--- config.mk ---
export PLATFORM = sky130hd
export DESIGN_NAME = sbus_frame_decoder_top
export DESIGN_NICKNAME = d
export VERILOG_FILES = /design/src/sfd_pkg.sv /design/src/sfd_frame_state.sv /design/src/sfd_out_stage.sv /design/src/sbus_frame_decoder_top.sv
export SDC_FILE = /design/constraint.sdc
export NUM_CORES = 1
export LEC_CHECK = 0
export BUFFER_PORTS_ARGS = -buffer_cell sky130_fd_sc_hd__buf_2
export CAP_MARGIN = 20
export CORE_MARGIN = 2
export CORE_UTILIZATION = 35
export DETAILED_ROUTE_END_ITERATION = 12
export GPL_ROUTABILITY_DRIVEN = 0
export PLACE_DENSITY = 0.47
export SETUP_SLACK_MARGIN = 0.1
export SLEW_MARGIN = 20
export SYNTH_ARGS = -nofsm -noshare
export SYNTH_HDL_FRONTEND = slang
export SYNTH_HIERARCHICAL = 1
export SYNTH_SLANG_ARGS = --single-unit
--- constraint.sdc ---
create_clock -name clk_i -period 8.9 [get_ports clk_i]
set_input_delay 1.78 -clock clk_i [delete_from_list [all_inputs] [get_ports clk_i]]
set_output_delay 1.78 -clock clk_i [all_outputs]
set_load 0.02 [all_outputs]
--- src/sfd_pkg.sv ---
// ----------------------------------------------------------------------------
// sfd_pkg: shared types, constants and helpers of the SBUS frame decoder
// Holds the beat kinds, register indexes, frame layout constants and the
// channel conversion functions.
// ----------------------------------------------------------------------------
package sfd_pkg;

  localparam int unsigned FRAME_BYTES_DEF = 25;
  localparam int unsigned STORE_DEPTH     = 10;
  localparam int unsigned STORE_IDX_W     = $clog2(STORE_DEPTH);
  localparam int unsigned COUNT_W         = 5;
  localparam int unsigned TICKS_W         = 16;
  localparam int unsigned CHAN_W          = 11;
  localparam int unsigned STICK_W         = 11;
  localparam int unsigned SW_W            = 2;
  localparam int unsigned CFG_DATA_W      = 16;
  localparam int unsigned CFG_IDX_W       = 2;

  localparam logic [7:0]         START_BYTE = 8'h0F;
  localparam logic [COUNT_W-1:0] COUNT_MAX  = '1;
  localparam logic [TICKS_W-1:0] TICKS_MAX  = '1;

  localparam logic [CHAN_W-1:0] CODE_SW_LOW  = 11'd200;
  localparam logic [CHAN_W-1:0] CODE_SW_MID  = 11'd1000;
  localparam logic [CHAN_W-1:0] CODE_SW_HIGH = 11'd1800;
  localparam logic [SW_W-1:0]   SW_STATE_UP   = 2'd1;
  localparam logic [SW_W-1:0]   SW_STATE_MID  = 2'd2;
  localparam logic [SW_W-1:0]   SW_STATE_DOWN = 2'd3;

  localparam logic [10:0] CENTER_RST  = 11'd1000;
  localparam logic [9:0]  HALF_SPAN_RST = 10'd800;
  localparam logic [7:0]  DEAD_ZONE_RST = 8'd10;
  localparam logic [15:0] TIMEOUT_RST   = 16'd100;

  typedef enum logic [1:0] {
    OP_BYTE      = 2'd0,
    OP_FRAME_END = 2'd1,
    OP_TICK      = 2'd2
  } op_e;

  typedef enum logic [CFG_IDX_W-1:0] {
    REG_CENTER    = 2'd0,
    REG_HALF_SPAN = 2'd1,
    REG_DEAD_ZONE = 2'd2,
    REG_TIMEOUT   = 2'd3
  } cfg_idx_e;

  // What one processed beat produces.
  typedef struct packed {
    logic frame_ok;
    logic timeout;
  } event_t;

  typedef logic [STORE_DEPTH-1:0][7:0] store_t;

  function automatic logic [SW_W-1:0] switch_state(input logic [CHAN_W-1:0] raw);
    logic [SW_W-1:0] s;
    s = SW_STATE_DOWN;
    if (raw == CODE_SW_LOW) begin
      s = SW_STATE_DOWN;
    end else if (raw == CODE_SW_MID) begin
      s = SW_STATE_MID;
    end else if (raw == CODE_SW_HIGH) begin
      s = SW_STATE_UP;
    end
    return s;
  endfunction

  // Centers a raw channel, applies the dead zone and clamps to +/- half span.
  function automatic logic signed [STICK_W-1:0] stick_value(
    input logic [CHAN_W-1:0] raw,
    input logic [10:0]       center,
    input logic [9:0]        half_span,
    input logic [7:0]        dead_zone
  );
    logic signed [CHAN_W:0] v;
    logic        [CHAN_W:0] mag;
    logic signed [CHAN_W:0] lim;
    v   = $signed({1'b0, raw}) - $signed({1'b0, center});
    mag = v[CHAN_W] ? 12'(-v) : 12'(v);
    lim = $signed({2'b00, half_span});
    if (mag < {4'b0000, dead_zone}) begin
      v = '0;
    end
    if (v > lim) begin
      v = lim;
    end else if (v < -lim) begin
      v = -lim;
    end
    return v[STICK_W-1:0];
  endfunction

endpackage

--- src/sfd_frame_state.sv ---
// ----------------------------------------------------------------------------
// sfd_frame_state: frame collection and idle timer
// Stores the first bytes of a frame, counts bytes and ticks, and flags a
// good frame end or a timeout for the beat being processed.
// ----------------------------------------------------------------------------
module sfd_frame_state #(
  parameter int unsigned FRAME_BYTES = sfd_pkg::FRAME_BYTES_DEF
) (
  input  logic                            clk_i,
  input  logic                            rst_ni,
  input  logic                            step_i,
  input  logic [1:0]                      op_i,
  input  logic [7:0]                      byte_i,
  input  logic [sfd_pkg::TICKS_W-1:0]     timeout_ticks_i,
  output sfd_pkg::event_t                 event_o,
  output sfd_pkg::store_t                 store_o
);
  import sfd_pkg::*;

  store_t             store_q;
  logic [COUNT_W-1:0] count_q, count_d;
  logic [TICKS_W-1:0] idle_q, idle_d;
  logic               reported_q, reported_d;
  logic [TICKS_W-1:0] limit;
  logic               store_we;
  event_t             ev;

  assign limit = (timeout_ticks_i == '0) ? TICKS_W'(1) : timeout_ticks_i;

  always_comb begin
    count_d    = count_q;
    idle_d     = idle_q;
    reported_d = reported_q;
    store_we   = 1'b0;
    ev         = '0;
    if (step_i) begin
      unique case (op_i)
        OP_BYTE: begin
          store_we = (count_q < COUNT_W'(STORE_DEPTH));
          if (count_q != COUNT_MAX) begin
            count_d = count_q + COUNT_W'(1);
          end
        end
        OP_FRAME_END: begin
          ev.frame_ok = (count_q == COUNT_W'(FRAME_BYTES)) && (store_q[0] == START_BYTE);
          count_d     = '0;
          idle_d      = '0;
          reported_d  = 1'b0;
        end
        OP_TICK: begin
          if (idle_q != TICKS_MAX) begin
            idle_d = idle_q + TICKS_W'(1);
          end
          if ((idle_d >= limit) && !reported_q) begin
            ev.timeout = 1'b1;
            reported_d = 1'b1;
          end
        end
        default: begin
        end
      endcase
    end
  end

  always_ff @(posedge clk_i or negedge rst_ni) begin
    if (!rst_ni) begin
      count_q    <= '0;
      idle_q     <= '0;
      reported_q <= 1'b0;
    end else begin
      count_q    <= count_d;
      idle_q     <= idle_d;
      reported_q <= reported_d;
    end
  end

  // The store has no reset; a good frame has written every entry first.
  always_ff @(posedge clk_i) begin
    if (store_we) begin
      store_q[count_q[STORE_IDX_W-1:0]] <= byte_i;
    end
  end

  assign event_o = ev;
  assign store_o = store_q;

endmodule

--- src/sfd_out_stage.sv ---
// ----------------------------------------------------------------------------
// sfd_out_stage: channel decode and result register
// Unpacks the six channels, converts sticks and switches, and holds the
// result beat until the downstream side takes it.
// ----------------------------------------------------------------------------
module sfd_out_stage (
  input  logic                  clk_i,
  input  logic                  rst_ni,
  input  logic                  load_i,
  input  sfd_pkg::event_t       event_i,
  input  sfd_pkg::store_t       store_i,
  input  logic [10:0]           center_i,
  input  logic [9:0]            half_span_i,
  input  logic [7:0]            dead_zone_i,
  output logic                  ready_o,
  output logic                  valid_o,
  input  logic                  take_i,
  output logic [47:0]           data_o,
  output logic                  online_o
);
  import sfd_pkg::*;

  logic [CHAN_W-1:0] ch [6];
  logic [47:0]       data_d, data_q;
  logic              online_q;
  logic              valid_q, valid_d;
  logic              emit;
  logic [STICK_W-1:0] st [4];

  // Little-endian 11-bit unpack from bytes 1 to 9.
  assign ch[0] = CHAN_W'({store_i[2], store_i[1]});
  assign ch[1] = CHAN_W'({store_i[3], store_i[2]} >> 3);
  assign ch[2] = CHAN_W'({store_i[5], store_i[4], store_i[3]} >> 6);
  assign ch[3] = CHAN_W'({store_i[6], store_i[5]} >> 1);
  assign ch[4] = CHAN_W'({store_i[7], store_i[6]} >> 4);
  assign ch[5] = CHAN_W'({store_i[9], store_i[8], store_i[7]} >> 7);

  for (genvar g = 0; g < 4; g++) begin : g_stick
    assign st[g] = stick_value(ch[g], center_i, half_span_i, dead_zone_i);
  end

  assign emit    = event_i.frame_ok || event_i.timeout;
  assign ready_o = !valid_q || take_i;

  always_comb begin
    if (event_i.frame_ok) begin
      data_d = {switch_state(ch[5]), switch_state(ch[4]), st[3], st[2], st[1], st[0]};
    end else begin
      data_d = {SW_STATE_DOWN, SW_STATE_DOWN, 44'd0};
    end
    valid_d = valid_q;
    if (take_i) begin
      valid_d = 1'b0;
    end
    if (load_i && emit) begin
      valid_d = 1'b1;
    end
  end

  always_ff @(posedge clk_i or negedge rst_ni) begin
    if (!rst_ni) begin
      valid_q <= 1'b0;
    end else begin
      valid_q <= valid_d;
    end
  end

  always_ff @(posedge clk_i) begin
    if (load_i && emit) begin
      data_q   <= data_d;
      online_q <= event_i.frame_ok;
    end
  end

  assign valid_o  = valid_q;
  assign data_o   = data_q;
  assign online_o = online_q;

endmodule

--- src/sbus_frame_decoder_top.sv ---
// ----------------------------------------------------------------------------
// sbus_frame_decoder_top: SBUS receiver frame decoder
// Input beats carry a received byte, an idle-line frame end or a timer tick
// (kind in s_axis_tuser). A frame end of a 25-byte frame that starts with
// 0x0F yields one result beat with four conditioned stick channels and two
// switch states, online set. After timeout_ticks ticks with no frame end,
// one offline result beat goes out with zero sticks and both switches at 3.
// Other beats give no result.
// An input beat lands in the input register at its accepting edge; the
// result, if any, is loaded into the output register when the beat moves on,
// once that register is free or being emptied, and is then visible on
// m_axis_*. One beat per cycle is taken while the output register is free
// or being emptied in that cycle; it is the only thing that limits the rate.
// When the receiver stalls with a result pending, the input register holds
// its beat and s_axis_tready drops until m_axis_tready returns.
// Reset empties both registers, the byte count and the idle timer, and loads
// the configuration defaults. The user writes registers through cfg_* only
// while no beat is in flight; the block itself does not enforce this.
// ----------------------------------------------------------------------------
module sbus_frame_decoder_top #(
  parameter int unsigned FRAME_BYTES = sfd_pkg::FRAME_BYTES_DEF
) (
  input  logic                               clk_i,
  input  logic                               rst_ni,
  input  logic                               s_axis_tvalid,
  output logic                               s_axis_tready,
  input  logic [7:0]                         s_axis_tdata,  // [7:0] data_byte
  input  logic [1:0]                         s_axis_tuser,  // [1:0] op
  output logic                               m_axis_tvalid,
  input  logic                               m_axis_tready,
  // [10:0] stick_0, [21:11] stick_1, [32:22] stick_2, [43:33] stick_3,
  // [45:44] switch_a, [47:46] switch_b
  output logic [47:0]                        m_axis_tdata,
  output logic                               m_axis_tuser,  // [0] online
  input  logic                               cfg_we_i,
  input  logic [sfd_pkg::CFG_IDX_W-1:0]      cfg_idx_i,
  input  logic [sfd_pkg::CFG_DATA_W-1:0]     cfg_data_i
);
  import sfd_pkg::*;

  logic        in_valid_q;
  logic [1:0]  op_q;
  logic [7:0]  byte_q;
  logic        out_ready;
  logic        advance;
  logic        s_fire;

  logic [10:0] center_q;
  logic [9:0]  half_span_q;
  logic [7:0]  dead_zone_q;
  logic [15:0] timeout_q;

  event_t      ev;
  store_t      store;

  assign advance       = in_valid_q && out_ready;
  assign s_axis_tready = !in_valid_q || out_ready;
  assign s_fire        = s_axis_tvalid && s_axis_tready;

  always_ff @(posedge clk_i or negedge rst_ni) begin
    if (!rst_ni) begin
      in_valid_q <= 1'b0;
    end else if (s_axis_tready) begin
      in_valid_q <= s_axis_tvalid;
    end
  end

  always_ff @(posedge clk_i) begin
    if (s_fire) begin
      op_q   <= s_axis_tuser;
      byte_q <= s_axis_tdata;
    end
  end

  always_ff @(posedge clk_i or negedge rst_ni) begin
    if (!rst_ni) begin
      center_q    <= CENTER_RST;
      half_span_q <= HALF_SPAN_RST;
      dead_zone_q <= DEAD_ZONE_RST;
      timeout_q   <= TIMEOUT_RST;
    end else if (cfg_we_i) begin
      unique case (cfg_idx_i)
        REG_CENTER:    center_q    <= cfg_data_i[10:0];
        REG_HALF_SPAN: half_span_q <= cfg_data_i[9:0];
        REG_DEAD_ZONE: dead_zone_q <= cfg_data_i[7:0];
        REG_TIMEOUT:   timeout_q   <= cfg_data_i[15:0];
        default: begin
        end
      endcase
    end
  end

  sfd_frame_state #(
    .FRAME_BYTES(FRAME_BYTES)
  ) u_state (
    .clk_i          (clk_i),
    .rst_ni         (rst_ni),
    .step_i         (advance),
    .op_i           (op_q),
    .byte_i         (byte_q),
    .timeout_ticks_i(timeout_q),
    .event_o        (ev),
    .store_o        (store)
  );

  sfd_out_stage u_out (
    .clk_i      (clk_i),
    .rst_ni     (rst_ni),
    .load_i     (advance),
    .event_i    (ev),
    .store_i    (store),
    .center_i   (center_q),
    .half_span_i(half_span_q),
    .dead_zone_i(dead_zone_q),
    .ready_o    (out_ready),
    .valid_o    (m_axis_tvalid),
    .take_i     (m_axis_tready),
    .data_o     (m_axis_tdata),
    .online_o   (m_axis_tuser)
  );

endmodule

==> results of run 1 <==
==> metrics by stage <==
step	setup WS [ns]	total power [mW]	hold WS, ns	util (%)	area [um2]
floorplan	2.70	2.77	0.477	-	15300
global placement	1.64	3.35	0.489	37.8	16300
detailed placement	1.46	3.38	0.493	37.8	16300
CTS	1.45	4.50	0.507	39.9	17200
global route	0.742	4.84	0.520	39.9	17200
finish	1.43	4.48	0.505	39.9	17200
==> where the power goes <==
part           leakage [nW]  internal (mW)  switching (mW)
registers              2.16           1.07          0.0798
logic                  4.71          0.875            1.38
clock network         0.433          0.647           0.430
total                  7.31           2.59            1.89
==> layout make-up <==
cell class | instances | area share [%]
clock buffers | 27 | 3.74
well taps | 585 | 4.26
inverters | 92 | 2.01
clock inverters | 17 | 1.36
flip-flops and latches | 202 | 33.4
repair buffers | 100 | 3.14
multi-input cells | 1189 | 52.1
==> cell usage in the layout, fill, tap and decap left out, types with 7 or more instances in the layout <==
cell type  count
xnor2_1       57
and4_1         7
nor3_1        32
mux2_4        10
nor2b_1       22
and2_1        25
or2_2         11
clkbuf_16     25
nor2_1       118
nand2b_1      20
mux2i_1        9
buf_2         84
a21oi_1       92
a211oi_1      19
edfxtp_1     133
nand3_1       60
a31oi_1       15
and3_1        16
o221ai_1      22
ha_1         186
o211ai_1       9
or3_1         13
dfstp_2       14
mux2_2        38
buf_4         16
o21a_1        19
nand4_1       29
o21bai_1       8
a21o_1        28
o21ai_0       67
xor2_1        13
inv_1         90
nor4_1        12
dfrtp_1       55
nand2_1       95
==> state kept, by name, indices dropped and copies added, names as in the netlist <==
signal / flops
half_span_q: 10
in_valid_q: 1
byte_q: 8
u_out/valid_o: 1
timeout_q: 16
u_state/store_o: 74
u_state/reported_q: 1
u_state/idle_q: 16
dead_zone_q: 8
op_q: 2
center_q: 11
u_out/data_o: 48
u_out/online_o: 1
u_state/count_q: 5
==> worst paths after layout <==
kind,to,slack (ns),cells past startpoint,startpoint
min in group asynchronous,u_state/idle_q[11],1.45,2,rst_ni
setup / recovery,u_out/data_o[33],1.43,29,center_q[5]
max in group asynchronous,u_state/count_q[4],6.85,2,rst_ni
hold reg to reg,dead_zone_q[4],0.51,1,dead_zone_q[4]
hold / removal,dead_zone_q[4],0.51,1,dead_zone_q[4]
setup reg to reg,u_out/data_o[33],1.43,29,center_q[5]
==> layer usage <==
layer,vias up,share of wire (%),routed length (um)
met5,-,0,0
met4,0,3.8,1700
met3,91,4.2,1920
met2,307,48,21700
met1,5794,44,20100
li1,5910,-,-
==> summary.txt, run 1 <==
Cells and area
  • Layout Nets: approximately 1800
  • Area of the multi-input gates: between 8000 and 9000 um2
  • Final-layout fill cell count: between 4000 and 5000
  • # diodes: 0
  • Share of cells above drive strength 1: ~16%
  • Register area: between 5000 and 6000 um2
  • Final non-filler cell total: between 2000 and 2500
  • Synth-to-layout area growth: 12.6%

Setup path
  • WS Path Type: register to register
  • CP peak stage delay: 0.68 ns
  • CP delay by family, top: compound AO/OA/AOI/OAI gates
  • Critical path's slowest cell: o21ai_1
  • WP buf/inv: 1
  • Most frequent CP cell: o21ai_0
  • CP Launch Type: register
  • Worst Setup End Kind: register
  • CP required: between 9 and 10 ns
  • Worst-path fanout max: 17
  • Arrival time worst endpoint: between 7 and 8 ns

Synth
  • Syn Area/Cell: ~10 um2
  • Yosys warns: 6
  • Post-Syn Area: 15300 um2
  • Cells after Synth: between 1500 and 2000
  • Syn_nets: 1753

STA
  • Peak Freq: 134 MHz
  • Setup-failing EPs final: 0
  • Final Hold Viols: 0
  • Slew HR: around 30%
  • Worst-margin pin slew: approximately 1.1 ns
  • RSZ-0062 raised after global routing: false
  • Setup TNS: 0 ns
  • Setup Skew: ~0.018 ns
  • Final Critical Period: about 7.5 ns
  • Crit share post-route: 84.0%
  • Slew Limit Fails: 0

Drt
  • Detail Route Antenna Nets: 0
  • Avg Vias per Cell: between 5 and 6
  • WL final: 45400 um
  • Via count: approximately 12000
  • WL/cell: slightly above 20 um
  • Drt pass-1 iters: 5
  • # DRC: 0
  • DRT iter0 DRCs: 800

Global routing
  • Gr usage total: between 20% and 30%
  • M3 GR Usage: under 10%
  • GR peak layer: met2
  • GR Layer Usage met2: a little over a third
  • Grt ovf: 0
  • First-pass GRT wire length: between 70000 and 80000 um
  • Largest net degree at the start of global routing: 70
  • Met1 Use GR: 26.5%
  • Initial antenna violation count: 1
  • Vias in the first global route: approximately 12000

Floorplan
  • Die Y: between 200 and 250 um
  • Chip Width: ~210 um
  • Die area: roughly 45000 um2
  • Top Ports: between 80 and 90
  • Initial core utilization: 35.5%
  • Core Rows: 76
  • Core Area: approximately 43000 um2

Placement
  • Post-DP HPWL: between 30000 and 40000 um
  • Placed cell count: ~2200
  • Port bufs: 83

Job
  • Max cap viols: 0

Clock network
  • Clock buffer depth: 3
  • Root buffer cell: clkbuf_16
  • Clk slew on worst S/H paths: approximately 0.06 ns
  • Post-CTS setup buffer count: 0
  • CTS tree: done
  • Quantity of gates resized following cts: 0
  • Total CTS buffers: 24
  • # clock sinks: approximately 200
  • Count of hold-fix buffers inserted at cts: 0
  • H-tree depth: 1
  • Clock latency on the worst-skew pair: 0.56 ns

Pwr
  • VDD IR max: 133 uV
  • Leak Pwr: roughly 7.3 nW
  • Cell Pwr Density: roughly 260 nW/um2

Outcome
  • Status: complete, no violations

Hold path
  • Worst Hold Class: register to register
Note: power is estimated with default switching activity, not from simulation.
==> inputs of run 2 (changes only) <==
==> constraint.sdc (replaced) <==
create_clock -name clk_i -period 7.8 [get_ports clk_i]
set_input_delay 1.56 -clock clk_i [delete_from_list [all_inputs] [get_ports clk_i]]
set_output_delay 1.56 -clock clk_i [all_outputs]
set_load 0.02 [all_outputs]
==> summary.txt, run 2 (synthesized netlist as in run 1, its figures left out) <==
Outcome
  • Status: complete, no violations

Drt
  • DRT iter0 DRCs: 731
  • # DRC: 0
  • Detail Route Antenna Nets: 0
  • WL/cell: a little over 20 um
  • Drt pass-1 iters: 5
  • Avg Vias per Cell: approximately 5.4
  • WL final: between 40000 and 50000 um
  • Via count: approximately 12000

Clock network
  • CTS tree: done
  • Post-CTS setup buffer count: 0
  • H-tree depth: 1
  • Clk slew on worst S/H paths: ~0.070 ns
  • # clock sinks: slightly above 200
  • Clock buffer depth: 3
  • Quantity of gates resized following cts: 0
  • Clock latency on the worst-skew pair: 0.56 ns
  • Total CTS buffers: 24
  • Count of hold-fix buffers inserted at cts: 0
  • Root buffer cell: clkbuf_16

Cells and area
  • Share of cells above drive strength 1: about 16%
  • Final core utilization: around two fifths
  • Synth-to-layout area growth: 12.5%
  • # diodes: 0
  • Final-layout fill cell count: between 4000 and 5000
  • Leading cell type in the layout, fill and taps excluded: ha_1
  • Layout Nets: ~1800
  • Area of the multi-input gates: approximately 9000 um2
  • Register area: between 5000 and 6000 um2
  • Max reg flops: between 70 and 80
  • Most frequent cells in the layout: ha_1, edfxtp_1, nor2_1

Floorplan
  • Die area: between 40000 and 50000 um2
  • Chip Width: around 210 um
  • Initial core utilization: between 30% and 40%
  • Core Area: approximately 43000 um2
  • Top Ports: 84
  • Core Rows: 76
  • Die Y: ~210 um

Global routing
  • Gr usage total: just over 20%
  • Grt ovf: 0
  • Vias in the first global route: 11600
  • First-pass GRT wire length: 69500 um
  • Initial antenna violation count: 1
  • Largest net degree at the start of global routing: 70

Pwr
  • Leak Pwr: roughly 7.3 nW
  • Combinational share of power: 51.5%
  • Clk pwr share: 22.5%
  • Internal power: 2.91 mW
  • Reg power frac: between 20% and 30%
  • VDD IR max: about 170 uV
  • NetSw: 2.13 mW
  • Sw Share: between 40% and 50%
  • Cell Pwr Density: about 290 nW/um2

STA
  • Peak Freq: between 100 and 150 MHz
  • Final Critical Period: about 7 ns
  • RSZ-0062 raised after global routing: false
  • Slew Limit Fails: 0
  • Final Hold Viols: 0
  • Slew HR: between 20% and 30%
  • Crit share post-route: around nine tenths
  • Worst-margin pin slew: roughly 1.1 ns
  • Setup TNS: 0 ns
  • Setup-failing EPs final: 0
  • Setup Skew: about 0.016 ns

Placement
  • Port bufs: 83
  • Post-DP HPWL: around 36000 um

Setup path
  • Critical path's slowest cell: dfstp_2
  • Most frequent CP cell: nor2_1
  • WS Path Type: register to register
  • CP peak stage delay: 0.52 ns
  • Worst Setup End Kind: register
  • Worst-path fanout max: 11
  • CP Launch Type: register
  • CP required: slightly above 8 ns
  • Arrival time worst endpoint: between 7 and 8 ns

Job
  • Max cap viols: 0

Hold path
  • Worst Hold Class: register to register
run 2: stage by stage:
step                hold slack [ns]  total power [mW]  setup WS [ns]  cells  area [um2]
detailed placement            0.494              3.88          0.871   2177       16400
finish                        0.503              5.04          0.848   2221       17200
floorplan                     0.477              3.16           1.60   1530       15300
CTS                           0.507              5.05          0.877   2221       17200
global placement              0.490              3.85          0.962   2177       16400
global route                  0.521              5.44          0.227   2221       17200
run 2: power groups by stage:
stage | logic, mW | registers, mW | clock network, mW
2_1_floorplan | 1.88 | 1.28 | 0
3_3_place_gp | 2.52 | 1.33 | 0
3_5_place_dp | 2.55 | 1.33 | 0
4_1_cts | 2.57 | 1.31 | 1.17
5_1_grt | 2.91 | 1.32 | 1.21
6_report | 2.60 | 1.31 | 1.14
run 2: final timing paths:
check / startpoint / to / slack (ns) / depth (start not counted)
setup reg to reg: center_q[6] / u_out/data_o[37] / 0.85 / 30
setup / recovery: center_q[6] / u_out/data_o[37] / 0.85 / 30
hold / removal: dead_zone_q[5] / dead_zone_q[5] / 0.50 / 1
min in group asynchronous: rst_ni / u_state/idle_q[11] / 1.21 / 2
hold reg to reg: dead_zone_q[5] / dead_zone_q[5] / 0.50 / 1
max in group asynchronous: rst_ni / half_span_q[0] / 5.95 / 2
run 2: area by class of cell:
type,instances,area share (%)
multi-input combinational,1189,52.1
sequential,202,33.4
tap,585,4.26
clock buffer,34,3.89
timing repair buffer,109,3.56
inverter,92,2.01
clock inverter,10,0.743
run 2: worst max-delay path, delay by kind of cell (launching register included):
kind / cells / cell delay (ns)
adders and majority gates: 3 / 1.04
DFF: 1 / 0.52
AOI/OAI and AO/OA: 15 / 3.18
and+or+nand+nor: 8 / 1.27
buffers and inverters: 3 / 0.57
xor gates and xnor gates: 1 / 0.13
run 2: per-layer routing:
metal / vias up / share of wire, % / global-route usage, %
met5: - / 0 / 0
met4: 0 / 4.0 / 7.45
met3: 79 / 3.5 / 1.94
met2: 283 / 47 / 34.0
met1: 5800 / 46 / 27.0
li1: 5925 / - / -
==> inputs of run 3 (changes only) <==
--- a/config.mk
+++ b/config.mk
@@ -7,6 +7,7 @@
 export LEC_CHECK = 0
 export BUFFER_PORTS_ARGS = -buffer_cell sky130_fd_sc_hd__buf_2
 export CAP_MARGIN = 20
+export CORE_ASPECT_RATIO = 1.4
 export CORE_MARGIN = 2
 export CORE_UTILIZATION = 35
 export DETAILED_ROUTE_END_ITERATION = 12
==> summary.txt, run 3 (synthesized netlist as in run 1, its figures left out) <==
Outcome
  • Status: complete, no violations

Setup path
  • WP buf/inv: 2
  • Reg2reg setup slack: slightly above 0.7 ns
  • Worst Setup End Kind: register
  • Worst-path fanout max: 10
  • Critical path's slowest cell: xor2_1
  • CP delay by family, top: simple AND/OR/NAND/NOR gates
  • Worst r2r dst: u_out/data_o[8]
  • CP required: 8.04 ns
  • Crit path from: center_q[0]
  • CP peak stage delay: 0.57 ns
  • Worst r2r path cells: 27
  • R2r startpoint: center_q[0]
  • WS Path Type: register to register
  • Arrival time worst endpoint: approximately 7.3 ns
  • CP Launch Type: register

Pwr
  • Leak Pwr: a little over 7 nW
  • VDD IR max: around 120 uV
  • Cell Pwr Density: between 200 and 300 nW/um2
  • Tot Pwr: ~5 mW

Drt
  • WL/cell: 21.3 um
  • Drt pass-1 iters: 5
  • Detail Route Antenna Nets: 0
  • DRT iter0 DRCs: just over 600
  • Via count: about 12000
  • Avg Vias per Cell: 5.58
  • # DRC: 0
  • WL final: 46500 um

STA
  • RSZ-0062 raised after global routing: false
  • Final Critical Period: about 7 ns
  • Setup-failing EPs final: 0
  • Crit share post-route: between 90% and 100%
  • Worst-margin pin slew: ~1 ns
  • Peak Freq: between 100 and 150 MHz
  • Slew Limit Fails: 0
  • Hold Slack: 0.505 ns
  • Setup TNS: 0 ns
  • Slew HR: about a third
  • Final Hold Viols: 0
  • Setup Skew: roughly 0.033 ns

Floorplan
  • Initial core utilization: between 30% and 40%
  • Chip Width: ~180 um
  • Top Ports: 84
  • Core Area: between 40000 and 50000 um2
  • Die Y: between 200 and 300 um
  • Die area: about 45000 um2
  • Core Rows: 90

Global routing
  • GR peak layer: met2
  • First-pass GRT wire length: slightly above 70000 um
  • Gr usage total: approximately 20%
  • Grt ovf: 0
  • Vias in the first global route: about 12000
  • GR Layer Usage met2: 38.4%
  • Met1 Use GR: 22.5%
  • Largest net degree at the start of global routing: 70
  • Initial antenna violation count: 0
  • M3 GR Usage: slightly below 2%

Cells and area
  • Leading cell type in the layout, fill and taps excluded: ha_1
  • Max reg flops: 74
  • Final-layout fill cell count: 4320
  • Most frequent cells in the layout: ha_1, edfxtp_1, nor2_1
  • Synth-to-layout area growth: 11.5%
  • Layout Nets: 1837
  • Share of cells above drive strength 1: 15.7%
  • # diodes: 0
  • Final core utilization: between 30% and 40%

Clock network
  • Clock latency on the worst-skew pair: ~0.55 ns
  • H-tree depth: 1
  • Post-CTS setup buffer count: 0
  • Clk slew on worst S/H paths: 0.07 ns
  • Quantity of gates resized following cts: 0
  • Count of hold-fix buffers inserted at cts: 0
  • Root buffer cell: clkbuf_16
  • Clock buffer depth: 3
  • Total CTS buffers: 22
  • # clock sinks: ~200
  • CTS tree: done

Job
  • Max cap viols: 0

Hold path
  • Worst-case hold path end point: dead_zone_q[6]
  • Hold depth: 1
  • Hold Startpoint: dead_zone_q[6]
  • Worst Hold Class: register to register

Placement
  • Post-DP HPWL: between 30000 and 40000 um
  • Port bufs: between 80 and 90
run 3: per-stage QoR:
| stage | cell area [um2] | worst slack, ns | cells |
|---|---|---|---|
| final | 17000 | 0.728 | 2181 |
| after floorplan | 15300 | 1.60 | 1530 |
| after CTS | 17000 | 0.839 | 2181 |
| after global routing | 17000 | 0.164 | 2181 |
| after detailed placement | 16300 | 0.880 | 2142 |
| after global placement | 16300 | 0.926 | 2142 |
run 3: how the worst max path moves through the flow:
stage,to,cells past startpoint,slack [ns]
after floorplan,u_out/data_o[34],26,1.60
after global placement,u_out/data_o[41],29,0.93
after detailed placement,u_out/data_o[8],27,0.88
after CTS,u_out/data_o[8],27,0.84
after global routing,u_out/data_o[41],29,0.16
final,u_out/data_o[8],27,0.73
run 3: power breakdown:
part | total, mW | leakage, nW | switching, mW | internal, mW
clock | 1.03 | 0.347 | 0.451 | 0.584
combinational | 2.58 | 4.74 | 1.57 | 1.01
sequential | 1.30 | 2.16 | 0.0866 | 1.22
run 3: per-layer routing:
layer	share of wire (%)	wire, um
met2	53	24700
met4	5.1	2370
met1	39	18000
met5	0	0
met3	3.2	1480
run 3: final cells by class:
| cell class | instances | area [um2] | area share [%] |
|---|---|---|---|
| Inverter | 92 | 345 | 2.03 |
| Tap cell | 552 | 691 | 4.06 |
| Clock inverter | 17 | 150 | 0.882 |
| Clock buffer | 22 | 551 | 3.23 |
| Multi-Input combinational cell | 1189 | 8950 | 52.6 |
| Timing Repair Buffer | 107 | 596 | 3.50 |
| Sequential cell | 202 | 5740 | 33.7 |
